File: config.mk
export PLATFORM = sky130hd
export DESIGN_NAME = arm_block_transfer_sequencer
export DESIGN_NICKNAME = d
export VERILOG_FILES = /design/src/hdl/abts_pkg.sv /design/src/hdl/abts_front.sv /design/src/hdl/abts_queue.sv /design/src/hdl/abts_back.sv /design/src/hdl/arm_block_transfer_sequencer.sv
export SDC_FILE = /design/constraint.sdc
export NUM_CORES = 1
export LEC_CHECK = 0
export ABC_AREA = 0
export BUFFER_PORTS_ARGS = -buffer_cell sky130_fd_sc_hd__buf_2
export CORE_MARGIN = 5
export CORE_UTILIZATION = 63
export CTS_BUF_LIST = sky130_fd_sc_hd__clkbuf_4 sky130_fd_sc_hd__clkbuf_8
export CTS_CLUSTER_DIAMETER = 40
export DETAILED_ROUTE_END_ITERATION = 8
export PLACE_DENSITY = 0.83
export SYNTH_ARGS = -nofsm -noshare
export SYNTH_HDL_FRONTEND = slang
export SYNTH_SLANG_ARGS = --single-unit
export TNS_END_PERCENT = 30
File: constraint.sdc
create_clock -name i_clk -period 10.5 [get_ports i_clk]
set_input_delay 1.05 -clock i_clk [delete_from_list [all_inputs] [get_ports i_clk]]
set_output_delay 1.05 -clock i_clk [all_outputs]
set_load 0.05 [all_outputs]
File: src/hdl/abts_pkg.sv
// ----------------------------------------------------------------------------
// abts_pkg: shared types and constants of the block transfer sequencer
// Status and PC action codes, the decoded descriptor that travels from the
// decoder to the sequencer, and the result item.
// ----------------------------------------------------------------------------
package abts_pkg;

    localparam int PAGE_SHIFT = 12;
    localparam int OFF_W      = PAGE_SHIFT + 1;

    localparam int Q_DEPTH = 2;
    localparam int Q_AW    = $clog2(Q_DEPTH);

    localparam logic [31:0] BDT_MASK  = 32'h0e00_0000;
    localparam logic [31:0] BDT_MATCH = 32'h0800_0000;

    typedef enum logic [2:0] {
        ST_OK      = 3'd0,
        ST_NOT_BDT = 3'd1,
        ST_EMPTY   = 3'd2,
        ST_SBIT    = 3'd3,
        ST_BASE_PC = 3'd4
    } t_status;

    typedef enum logic [1:0] {
        PC_NONE   = 2'd0,
        PC_SYNC   = 2'd1,
        PC_BRANCH = 2'd2
    } t_pc_action;

    typedef struct packed {
        t_status     status;
        logic [15:0] regs;
        logic [3:0]  rn;
        logic        is_load;
        logic        wb;
        logic        up;
        logic [31:0] start;
        logic        fast;
        logic [31:0] wb_value;
    } t_desc;

    typedef struct packed {
        t_status     status;
        logic [3:0]  reg_index;
        logic [31:0] word_address;
        logic        is_load;
        logic        skip_transfer;
        logic        add_pc_offset;
        logic        fast_path;
        logic        writeback_en;
        logic [31:0] writeback_value;
        t_pc_action  pc_action;
        logic        last;
    } t_result;

endpackage

File: src/hdl/abts_front.sv
// ----------------------------------------------------------------------------
// abts_front: instruction decoder
// Classifies the instruction, counts the register list and works out the
// start address, writeback value and the within-page verdict.
// ----------------------------------------------------------------------------
module abts_front (
    input  logic [31:0]    i_instr_word,
    input  logic [31:0]    i_base_value,
    input  logic           i_page_present,
    output abts_pkg::t_desc o_desc
);
    import abts_pkg::*;

    logic [4:0]       n;
    logic [3:0]       rn;
    logic             pre, up, sbit, wb, ld;
    logic [31:0]      n4_32;
    logic [31:0]      start;
    logic [OFF_W-1:0] off, n4, psize, c4;
    logic             fits;
    t_status          status;

    always_comb begin
        n = '0;
        for (int i = 0; i < 16; i++) begin
            n = n + 5'(i_instr_word[i]);
        end
    end

    assign rn   = i_instr_word[19:16];
    assign pre  = i_instr_word[24];
    assign up   = i_instr_word[23];
    assign sbit = i_instr_word[22];
    assign wb   = i_instr_word[21];
    assign ld   = i_instr_word[20];

    assign n4_32 = {25'd0, n, 2'b00};
    assign n4    = OFF_W'({n, 2'b00});
    assign psize = OFF_W'(1) << PAGE_SHIFT;
    assign c4    = OFF_W'(4);

    always_comb begin
        start = i_base_value;
        if (pre) begin
            start = up ? i_base_value + 32'd4 : i_base_value - 32'd4;
        end
    end

    assign off = {1'b0, start[PAGE_SHIFT-1:2], 2'b00};

    always_comb begin
        unique case ({pre, up})
            2'b00:   fits = (n == 5'd1) || (off >= n4 - c4);
            2'b01:   fits = (n == 5'd1) || (off <= psize - n4);
            2'b10:   fits = off >= n4;
            default: fits = off <= psize - c4 - n4;
        endcase
    end

    // first failing check wins
    always_comb begin
        priority if ((i_instr_word & BDT_MASK) != BDT_MATCH) begin
            status = ST_NOT_BDT;
        end else if (n == 5'd0) begin
            status = ST_EMPTY;
        end else if (sbit) begin
            status = ST_SBIT;
        end else if (rn == 4'd15) begin
            status = ST_BASE_PC;
        end else begin
            status = ST_OK;
        end
    end

    always_comb begin
        o_desc.status   = status;
        o_desc.regs     = i_instr_word[15:0];
        o_desc.rn       = rn;
        o_desc.is_load  = ld;
        o_desc.wb       = wb;
        o_desc.up       = up;
        o_desc.start    = start;
        o_desc.fast     = fits & i_page_present;
        o_desc.wb_value = '0;
        if (wb) begin
            o_desc.wb_value = up ? i_base_value + n4_32 : i_base_value - n4_32;
        end
    end

endmodule

File: src/hdl/abts_queue.sv
// ----------------------------------------------------------------------------
// abts_queue: descriptor queue
// Short FIFO of decoded instructions between the decoder and the sequencer.
// ----------------------------------------------------------------------------
module abts_queue (
    input  logic            i_clk,
    input  logic            i_rst_n,
    input  logic            i_push,
    input  abts_pkg::t_desc i_data,
    output logic            o_full,
    input  logic            i_pop,
    output logic            o_valid,
    output abts_pkg::t_desc o_data
);
    import abts_pkg::*;

    t_desc           r_mem [Q_DEPTH];
    logic [Q_AW-1:0] r_wr, r_rd;
    logic [Q_AW:0]   r_count;

    assign o_full  = r_count == (Q_AW+1)'(Q_DEPTH);
    assign o_valid = r_count != '0;
    assign o_data  = r_mem[r_rd];

    always_ff @(posedge i_clk) begin
        if (i_push) begin
            r_mem[r_wr] <= i_data;
        end
    end

    always_ff @(posedge i_clk) begin
        if (!i_rst_n) begin
            r_wr    <= '0;
            r_rd    <= '0;
            r_count <= '0;
        end else begin
            if (i_push) begin
                r_wr <= (r_wr == Q_AW'(Q_DEPTH - 1)) ? '0 : r_wr + Q_AW'(1);
            end
            if (i_pop) begin
                r_rd <= (r_rd == Q_AW'(Q_DEPTH - 1)) ? '0 : r_rd + Q_AW'(1);
            end
            r_count <= r_count + (Q_AW+1)'(i_push) - (Q_AW+1)'(i_pop);
        end
    end

endmodule

File: src/hdl/abts_back.sv
// ----------------------------------------------------------------------------
// abts_back: transfer sequencer
// Walks the register list of one descriptor, one transfer per cycle unless a
// stalled full output holds it, into a registered output stage.
// ----------------------------------------------------------------------------
module abts_back (
    input  logic              i_clk,
    input  logic              i_rst_n,
    input  logic              i_q_valid,
    input  abts_pkg::t_desc   i_q_data,
    output logic              o_pop,
    output logic              o_valid,
    input  logic              i_stall,
    output abts_pkg::t_result o_result
);
    import abts_pkg::*;

    function automatic logic [3:0] lowest(input logic [15:0] v);
        logic [3:0] r;
        r = '0;
        for (int i = 15; i >= 0; i--) begin
            if (v[i]) r = 4'(i);
        end
        return r;
    endfunction

    function automatic logic [3:0] highest(input logic [15:0] v);
        logic [3:0] r;
        r = '0;
        for (int i = 0; i < 16; i++) begin
            if (v[i]) r = 4'(i);
        end
        return r;
    endfunction

    logic        r_busy;
    t_desc       r_d;
    logic [15:0] r_mask;
    logic [31:0] r_addr;
    logic        r_ov;
    t_result     r_res;

    logic        emit, is_err, fin;
    logic [3:0]  idx;
    logic [15:0] rem;
    t_result     n_res;

    assign o_pop  = !r_busy && i_q_valid;
    assign emit   = r_busy && (!r_ov || !i_stall);
    assign idx    = r_d.up ? lowest(r_mask) : highest(r_mask);
    assign rem    = r_mask & ~(16'd1 << idx);
    assign is_err = r_d.status != ST_OK;
    assign fin    = is_err || (rem == '0);

    always_comb begin
        n_res        = '0;
        n_res.status = r_d.status;
        n_res.last   = fin;
        if (!is_err) begin
            n_res.reg_index     = idx;
            n_res.word_address  = r_addr;
            n_res.is_load       = r_d.is_load;
            n_res.skip_transfer = r_d.is_load && r_d.wb && (idx == r_d.rn);
            n_res.add_pc_offset = !r_d.is_load && (idx == 4'd15);
            if (fin) begin
                n_res.fast_path       = r_d.fast;
                n_res.writeback_en    = r_d.wb;
                n_res.writeback_value = r_d.wb_value;
                if (r_d.regs[15]) begin
                    n_res.pc_action = r_d.is_load ? PC_BRANCH : PC_SYNC;
                end
            end
        end
    end

    always_ff @(posedge i_clk) begin
        if (o_pop) begin
            r_d    <= i_q_data;
            r_mask <= i_q_data.regs;
            r_addr <= i_q_data.start;
        end else if (emit) begin
            r_mask <= rem;
            r_addr <= r_d.up ? r_addr + 32'd4 : r_addr - 32'd4;
        end
        if (emit) begin
            r_res <= n_res;
        end
    end

    always_ff @(posedge i_clk) begin
        if (!i_rst_n) begin
            r_busy <= 1'b0;
            r_ov   <= 1'b0;
        end else begin
            if (o_pop) begin
                r_busy <= 1'b1;
            end else if (emit && fin) begin
                r_busy <= 1'b0;
            end
            if (emit) begin
                r_ov <= 1'b1;
            end else if (!i_stall) begin
                r_ov <= 1'b0;
            end
        end
    end

    assign o_valid  = r_ov;
    assign o_result = r_res;

endmodule

File: src/hdl/arm_block_transfer_sequencer.sv
// ----------------------------------------------------------------------------
// arm_block_transfer_sequencer: load/store multiple transfer sequencer
// Turns one LDM/STM instruction into a stream of per-register transfers.
// ----------------------------------------------------------------------------
// An accepted instruction is decoded straight into a two-entry queue, so up
// to two further instructions are taken while the sequencer is busy. The
// sequencer first loads a queued instruction and then walks its register
// list through the output register, one item per listed register (a single
// item for an error result); it takes the next instruction only once the
// last item of the current one has been emitted.
// Output holds under stall; the last item of an instruction carries
// writeback, the fast-path verdict and the PC action.
module arm_block_transfer_sequencer (
    input  logic        i_clk,
    input  logic        i_rst_n,
    input  logic        i_in_valid,
    output logic        o_in_stall,
    input  logic [31:0] i_instr_word,
    input  logic [31:0] i_base_value,
    input  logic        i_page_present,
    output logic        o_out_valid,
    input  logic        i_out_stall,
    output logic [2:0]  o_status,
    output logic [3:0]  o_reg_index,
    output logic [31:0] o_word_address,
    output logic        o_is_load,
    output logic        o_skip_transfer,
    output logic        o_add_pc_offset,
    output logic        o_fast_path,
    output logic        o_writeback_en,
    output logic [31:0] o_writeback_value,
    output logic [1:0]  o_pc_action,
    output logic        o_last
);
    import abts_pkg::*;

    t_desc   dec_desc, q_desc;
    logic    q_full, q_valid, q_pop, push;
    t_result res;

    assign push       = i_in_valid && !q_full;
    assign o_in_stall = q_full;

    abts_front u_front (
        .i_instr_word   (i_instr_word),
        .i_base_value   (i_base_value),
        .i_page_present (i_page_present),
        .o_desc         (dec_desc)
    );

    abts_queue u_queue (
        .i_clk   (i_clk),
        .i_rst_n (i_rst_n),
        .i_push  (push),
        .i_data  (dec_desc),
        .o_full  (q_full),
        .i_pop   (q_pop),
        .o_valid (q_valid),
        .o_data  (q_desc)
    );

    abts_back u_back (
        .i_clk     (i_clk),
        .i_rst_n   (i_rst_n),
        .i_q_valid (q_valid),
        .i_q_data  (q_desc),
        .o_pop     (q_pop),
        .o_valid   (o_out_valid),
        .i_stall   (i_out_stall),
        .o_result  (res)
    );

    assign o_status          = res.status;
    assign o_reg_index       = res.reg_index;
    assign o_word_address    = res.word_address;
    assign o_is_load         = res.is_load;
    assign o_skip_transfer   = res.skip_transfer;
    assign o_add_pc_offset   = res.add_pc_offset;
    assign o_fast_path       = res.fast_path;
    assign o_writeback_en    = res.writeback_en;
    assign o_writeback_value = res.writeback_value;
    assign o_pc_action       = res.pc_action;
    assign o_last            = res.last;

endmodule

==> results.md, run 1 <==
* Share of layout cells above drive strength 1 at 0.205
* Setup ws final at 2.42 ns
* Core Box Area at 30600 um^2
* RR Startpoint: u_back.r_d[65]
* Power Density at 326 nW/um^2
* Kind of critical path: primary input to flop
* Register bit total from synthesis at 360
* Min Tclk post-route at 8.08 ns
* Clock latency on the worst-skew pair at 0.60 ns
* Ys Warns at 0
* # diodes at 0
* Leakage at 8.57 nW
* Synth top area share at 0.544
* R2r worst-path depth at 8
* Most common library cells after synthesis: edfxtp_1, ha_1, nor2_1, o21ai_0, a21oi_1
* CP arrival at 8.43 ns
* Worst ir drop on vdd at 0.168 mV
* # setup viols final at 0
* Syn Inst Count at 1587
* Outcome: complete, no violations
* FF-to-FF setup slack at 6.01 ns
* First-pass GRT wire length at 67700 um
* Crit. path cell count at 24
* Critical Path Sink Type: flop
* Area delta synth->final at 12.2%
* WP buf/inv at 2
* EDFF count, synth at 353
* Die H at 186 um
* Setup TNS at 0 ns
* Post-synth net total at 1795
* Number of global-route vias before repair at 12.9k
* CP Launch Type: primary input
* Slew margin rel. at 0.214
* Net Sw Power at 2.90 mW
* Post-synthesis sequential area ratio at 0.551
* # DRC at 0
* Worst-path fanout max at 8
* Total GRT Usage at 0.248
* Internal power at 4.21 mW
* CP most frequent cell: fa_1
* WL per Instance at 19.7 um
* Clock buffer depth at 3
* Total wire length at 43500 um
* Nets at 1966
* Slew Viols, Final at 0
* Num ports at 150
* Initial detailed-routing violation count at 1129
* CP max-delay cell: xor2_1
* CP max stage delay at 0.63 ns
* CP Launch Point: i_instr_word[1]
* Postcts setup bufs at 0
* Largest net degree at the start of global routing at 81
* Initial antenna violation count at 4
* Crit path to: u_queue.r_mem[0][31]
* Unrepaired setup endpoints after global routing: no
* FFs w/ async S/R, synth at 0
* CP cell instances: buf_2, ha_1, inv_1, fa_1, fa_1, fa_1, fa_1, fa_1, fa_1, xor2_1, and3_1, ha_1, nor2_1, ha_1, a21o_1, a21o_1, a2111oi_0, o21bai_1, a32oi_1, nand2_1, o41a_1, a31o_2, xnor2_1, and2_1
* Count leader, synth: edfxtp_1
* Post-synth top area cell: edfxtp_1
* Hold Violations, Final at 0
* Max cap viols at 0
* # fillers at 2156
* Final period util at 0.770
* Number of I/O port buffers at 145
* Switching share of power at 0.408
* Post_cts resized at 0
* Max Freq at 124 MHz
* Skew final at 0.0235 ns
* Worst-path clk slew at 0.07 ns
* Mapped cell area at 19500 um^2
* GPL Wtd Cong at 0.913
* Reg2reg end: u_back.o_result[19]
* Starting Density at 0.637
* CTS buffer count at 57
* Worst-Margin Slew at 1.17 ns
* Post-DP HPWL at 30700 um
* Pre-CTS setup slack at 1.86 ns
* TritonCTS clock tree: yes
* Synth top area cells: edfxtp_1, ha_1, mux2_2
* Most common flop cell mapped by yosys: edfxtp_1
* Clock Power Share at 0.177
* CP required at 10.85 ns
* Distinct cells, synth at 70
* Top delay family on crit path: adder cells
* CTS Sinks at 360
* Die width at 186 um
* Row cnt at 64
* Grt ovf at 0
* Via/cell ratio at 6.01
* Seq pwr share at 0.343
* Hold WC Path Type: flop to flop
* Die area at 34500 um^2
* Post-route ant nets at 0
* CTS root buf: clkbuf_8
* Syn Area/Cell at 12.3 um^2
* CTS H-tree lvls at 2
* Hold_buf cts at 0
* DRT Pass-1 Iters at 6
* Gate power share at 0.480
* Total number of vias at 13.2k
## stage by stage
stage	std cells	util	area [um^2]	hold WS [ns]	power (mW)
2_1_floorplan	1587	-	19500	0.442	5.04
3_3_place_gp	2095	0.674	20600	0.477	5.72
3_5_place_dp	2095	0.674	20600	0.487	5.83
4_1_cts	2201	0.715	21900	0.502	7.12
5_1_grt	2201	0.715	21900	0.516	7.60
6_report	2201	0.715	21900	0.496	7.12
## cells in the final DEF, fill, tap and decap left out, types with 13 or more instances in the layout
master / count
edfxtp_1: 353
buf_2: 145
ha_1: 126
nor2_1: 101
o21ai_0: 94
a21oi_1: 91
inv_1: 75
mux2_2: 72
nand2_1: 67
clkbuf_8: 65
and2_1: 58
xnor2_1: 45
mux2i_1: 41
a21o_1: 38
xor2_1: 38
o21a_1: 29
nor3_1: 26
nand3_1: 24
and2_2: 24
o211ai_1: 23
nand2b_1: 19
a211oi_1: 14
clkbuf_4: 14
and3_1: 13
or3_1: 13
fa_1: 13
clkinv_1: 13
## registers in the layout (all words and copies together) (netlist names), named ones only
| signal | flops |
|---|---|
| u_back.r_mask | 16 |
| u_queue.r_wr | 1 |
| u_back.r_addr | 32 |
| u_queue.r_mem | 182 |
| u_back.n_res | 3 |
| u_back.r_d | 41 |
| u_queue.r_count | 2 |
| u_queue.r_rd | 1 |
| u_back.o_result | 79 |
| u_back.o_valid | 1 |
| u_back.r_busy | 1 |
## cell families (layout without fill, tap and decap cells)
| family | after synthesis | count (layout) | synth area share |
|---|---|---|---|
| and+or+nand+nor | 398 | 398 | 0.106 |
| muxes | 113 | 113 | 0.0627 |
| AOI/OAI and AO/OA | 373 | 373 | 0.123 |
| DFF | 360 | 360 | 0.551 |
| buffers and inverters | 121 | 339 | 0.0252 |
| adders and majority gates | 139 | 139 | 0.0943 |
| xor gates and xnor gates | 83 | 83 | 0.0373 |
## metal layers
metal / up-vias / part of all wire / global-route usage
met5: - / 0.0012 / 0
met4: 8 / 0.020 / 0.0635
met3: 82 / 0.070 / 0.0444
met2: 513 / 0.48 / 0.409
met1: 6318 / 0.43 / 0.345
li1: 6316 / - / -
## power groups by stage
stage,Clock (mW),Combinational [mW],Sequential [mW]
finish,1.26,3.42,2.44
global route,1.35,3.77,2.48
global placement,0,3.27,2.45
CTS,1.28,3.40,2.44
detailed placement,0,3.37,2.47
floorplan,0,2.34,2.70
## layout make-up
class | instances | area, um^2 | area share
flip-flops and latches | 360 | 10700 | 0.492
clock buffers | 79 | 1000 | 0.0457
clock inverters | 27 | 241 | 0.0110
inverters | 77 | 289 | 0.0132
repair buffers | 156 | 808 | 0.0370
well taps | 396 | 495 | 0.0227
multi-input cells | 1106 | 8280 | 0.379
## worst min-delay path by stage
stage | start | cells after the start | slack, ns | endpoint
2_1_floorplan | u_back.n_res[78] | 0 | 0.44 | u_back.o_result[78]
3_3_place_gp | u_back.n_res[78] | 0 | 0.48 | u_back.o_result[78]
3_5_place_dp | u_back.n_res[77] | 0 | 0.49 | u_back.o_result[77]
4_1_cts | u_back.n_res[76] | 0 | 0.50 | u_back.o_result[76]
5_1_grt | u_back.n_res[77] | 0 | 0.52 | u_back.o_result[77]
6_report | u_back.n_res[77] | 0 | 0.50 | u_back.o_result[77]
No activity file was read; power rests on OpenSTA's default activity.
==> run 2, diff against run 1 <==
- clock period: 10.5 -> 7.58 ns (I/O delays scaled with it)
==> run 2 against run 1 <==
Compared with the run above: register-to-register slack worse by 2.9 ns; first-iteration DRC count up 16%; sequential share of layout area down 0.84 points; clock skew up 0.0046 ns; sequential power up 39%; global-route usage up 0.94 points; critical path depth up 2; power up 43%; critical path type unchanged; largest cell class unchanged; largest power group unchanged; highest routed layer unchanged.
==> results.md, run 2 (synthesized netlist as in run 1, its figures left out) <==
* Clock latency on the worst-skew pair at 0.59 ns (was 0.60 ns)
* CTS root buf: clkbuf_8 (unchanged)
* Clock buffer depth at 3 (unchanged)
* Hold Violations, Final at 0 (unchanged)
* Num ports at 150 (unchanged)
* CP most frequent cell: fa_1 (unchanged)
* Internal power at 6.08 mW (was 4.21 mW)
* Slew margin rel. at 0.208 (was 0.214)
* Worst ir drop on vdd at 0.241 mV (was 0.168 mV)
* Outcome: complete, no violations (unchanged)
* CP required at 7.88 ns (was 10.85 ns)
* Worst-Margin Slew at 1.18 ns (was 1.17 ns)
* GPL Wtd Cong at 0.938 (was 0.913)
* Final period util at 0.952
* Most frequent cells in the layout: edfxtp_1, buf_2, ha_1 (unchanged)
* CTS buffer count at 58 (was 57)
* Min Tclk post-route at 7.21 ns
* Area delta synth->final at 14.1% (was 12.2%)
* Worst-path clk slew at 0.06 ns (was 0.07 ns)
* Initial detailed-routing violation count at 1308 (was 1129)
* Min Hold Slack at 0.360 ns (was 0.496 ns)
* Clock Power Share at 0.181 (was 0.177)
* Hold WC Path Type: primary input to flop (was flop to flop)
* Power Density at 459 nW/um^2 (was 326 nW/um^2)
* Post-DP HPWL at 31900 um (was 30700 um)
* Starting Density at 0.637 (unchanged)
* # diodes at 0 (unchanged)
* CP Launch Type: primary input (unchanged)
* TritonCTS clock tree: yes (unchanged)
* Row cnt at 64 (unchanged)
* CP arrival at 7.51 ns (was 8.43 ns)
* Post-route cell area at 22200 um^2 (was 21900 um^2)
* Max Freq at 139 MHz
* Total number of vias at 13.6k (was 13.2k)
* Post-route ant nets at 0 (unchanged)
* Skew final at 0.0281 ns (was 0.0235 ns)
* Share of layout cells above drive strength 1 at 0.224 (was 0.205)
* Max cap viols at 0 (unchanged)
* Via/cell ratio at 6.08 (was 6.01)
* Seq pwr share at 0.333 (was 0.343)
* WP buf/inv at 4 (was 2)
* CP max-delay cell: fa_1 (was xor2_1)
* Number of I/O port buffers at 145 (unchanged)
* Slew Viols, Final at 0 (unchanged)
* Hold_buf cts at 0 (unchanged)
* Largest net degree at the start of global routing at 56 (was 81)
* Grt ovf at 0 (unchanged)
* Number of global-route vias before repair at 13.5k (was 12.9k)
* Die width at 186 um (unchanged)
* # setup viols final at 0 (unchanged)
* CP max stage delay at 0.54 ns (was 0.63 ns)
* Gate power share at 0.486 (was 0.480)
* CTS Sinks at 360 (unchanged)
* Die H at 186 um (unchanged)
* WL per Instance at 20.0 um (was 19.7 um)
* Net Sw Power at 4.13 mW (was 2.90 mW)
* Die area at 34500 um^2 (unchanged)
* Initial antenna violation count at 2 (was 4)
* Area after DPL at 20900 um^2 (was 20600 um^2)
* Top reg by flops: u_queue.r_mem (unchanged)
* First-pass GRT wire length at 70500 um (was 67700 um)
* CTS H-tree lvls at 2 (unchanged)
* Nets at 2006 (was 1966)
* Core Box Area at 30600 um^2 (unchanged)
* Worst-path fanout max at 5 (was 8)
* Critical Path Sink Type: flop (unchanged)
* # DRC at 0 (unchanged)
* Commonest non-fill, non-tap cell in the layout: edfxtp_1 (unchanged)
* Kind of critical path: primary input to flop (unchanged)
* DRT Pass-1 Iters at 8 (was 6)
* Unrepaired setup endpoints after global routing: yes (was no)
* Total GRT Usage at 0.257 (was 0.248)
* Leakage at 8.80 nW (was 8.57 nW)
* Switching share of power at 0.405 (was 0.408)
* Max reg flops at 182 (unchanged)
* Total wire length at 44900 um (was 43500 um)
* Top delay family on crit path: adder cells (unchanged)
==> run 2: cell count changes in the layout (fill, tap and decap cells not counted), moves of 2 or more <==
cell	delta
bufinv_16	+4
clkinv_2	+3
clkbuf_8	-6
buf_4	+39
a2111oi_0	-2
==> run 2: power groups by stage <==
stage	Combinational [mW]	Clock, mW	Sequential (mW)
after global placement	4.69	0	3.40
after global routing	5.47	1.97	3.44
after CTS	4.92	1.87	3.39
after floorplan	3.25	0	3.72
after detailed placement	4.86	0	3.42
final	4.96	1.84	3.40
==> run 2: per-stage QoR <==
stage / total power, mW / setup TNS (ns) / utilization / worst slack, ns / instances
detailed placement: 8.29 / -0.497 / 0.684 / -0.0875 / 2134
finish: 10.2 / 0 / 0.727 / 0.367 / 2243
floorplan: 6.97 / -0.0688 / - / -0.0344 / 1587
global route: 10.9 / -0.00147 / 0.727 / -0.00147 / 2243
CTS: 10.2 / 0 / 0.726 / 0.404 / 2243
global placement: 8.10 / -0.0204 / 0.684 / -0.0102 / 2134
==> run 2: path summary, 6_finish.rpt <==
| kind | depth (start not counted) | to | startpoint | slack [ns] |
|---|---|---|---|---|
| worst max-delay path | 26 | u_queue.r_mem[0][30] | i_instr_word[0] | 0.37 |
| worst min-delay path | 1 | u_queue.r_mem[1][67] | i_instr_word[20] | 0.36 |
| worst max register to register | 8 | u_back.o_result[19] | u_back.r_d[65] | 3.06 |
| worst min register to register | 0 | u_back.o_result[76] | u_back.n_res[76] | 0.51 |
==> run 2: final cells by class <==
class	count	area [um^2]
Sequential cell	360	10700
Clock inverter	36	397
Multi-Input combinational cell	1106	8290
Fill cell	2113	8350
Inverter	77	289
Clock buffer	73	917
Tap cell	396	495
Timing Repair Buffer	195	1100
==> run 2: per-layer routing <==
layer	track usage	vias to the layer above	part of all wire
li1	-	6397	-
met1	0.362	6546	0.42
met2	0.422	593	0.48
met3	0.0412	102	0.076
met4	0.0691	4	0.026
met5	0	-	0.00049
==> run 2: worst reg2reg max path, stage by stage, from the launching register on <==
cell      delay [ns]
edfxtp_1        0.66
inv_2           0.44
or3_1           0.44
o22ai_2         0.29
a21bo_1         0.38
or3_1           0.39
a2111o_1        0.48
nor3_4          0.96
and2_2          0.34
==> run 2: timing repair <==
item,CTS,global route
endpoints found under the hold margin,0,0
endpoints found under the setup margin,0,4
gates resized for setup,0,4
buffers inserted,0,0
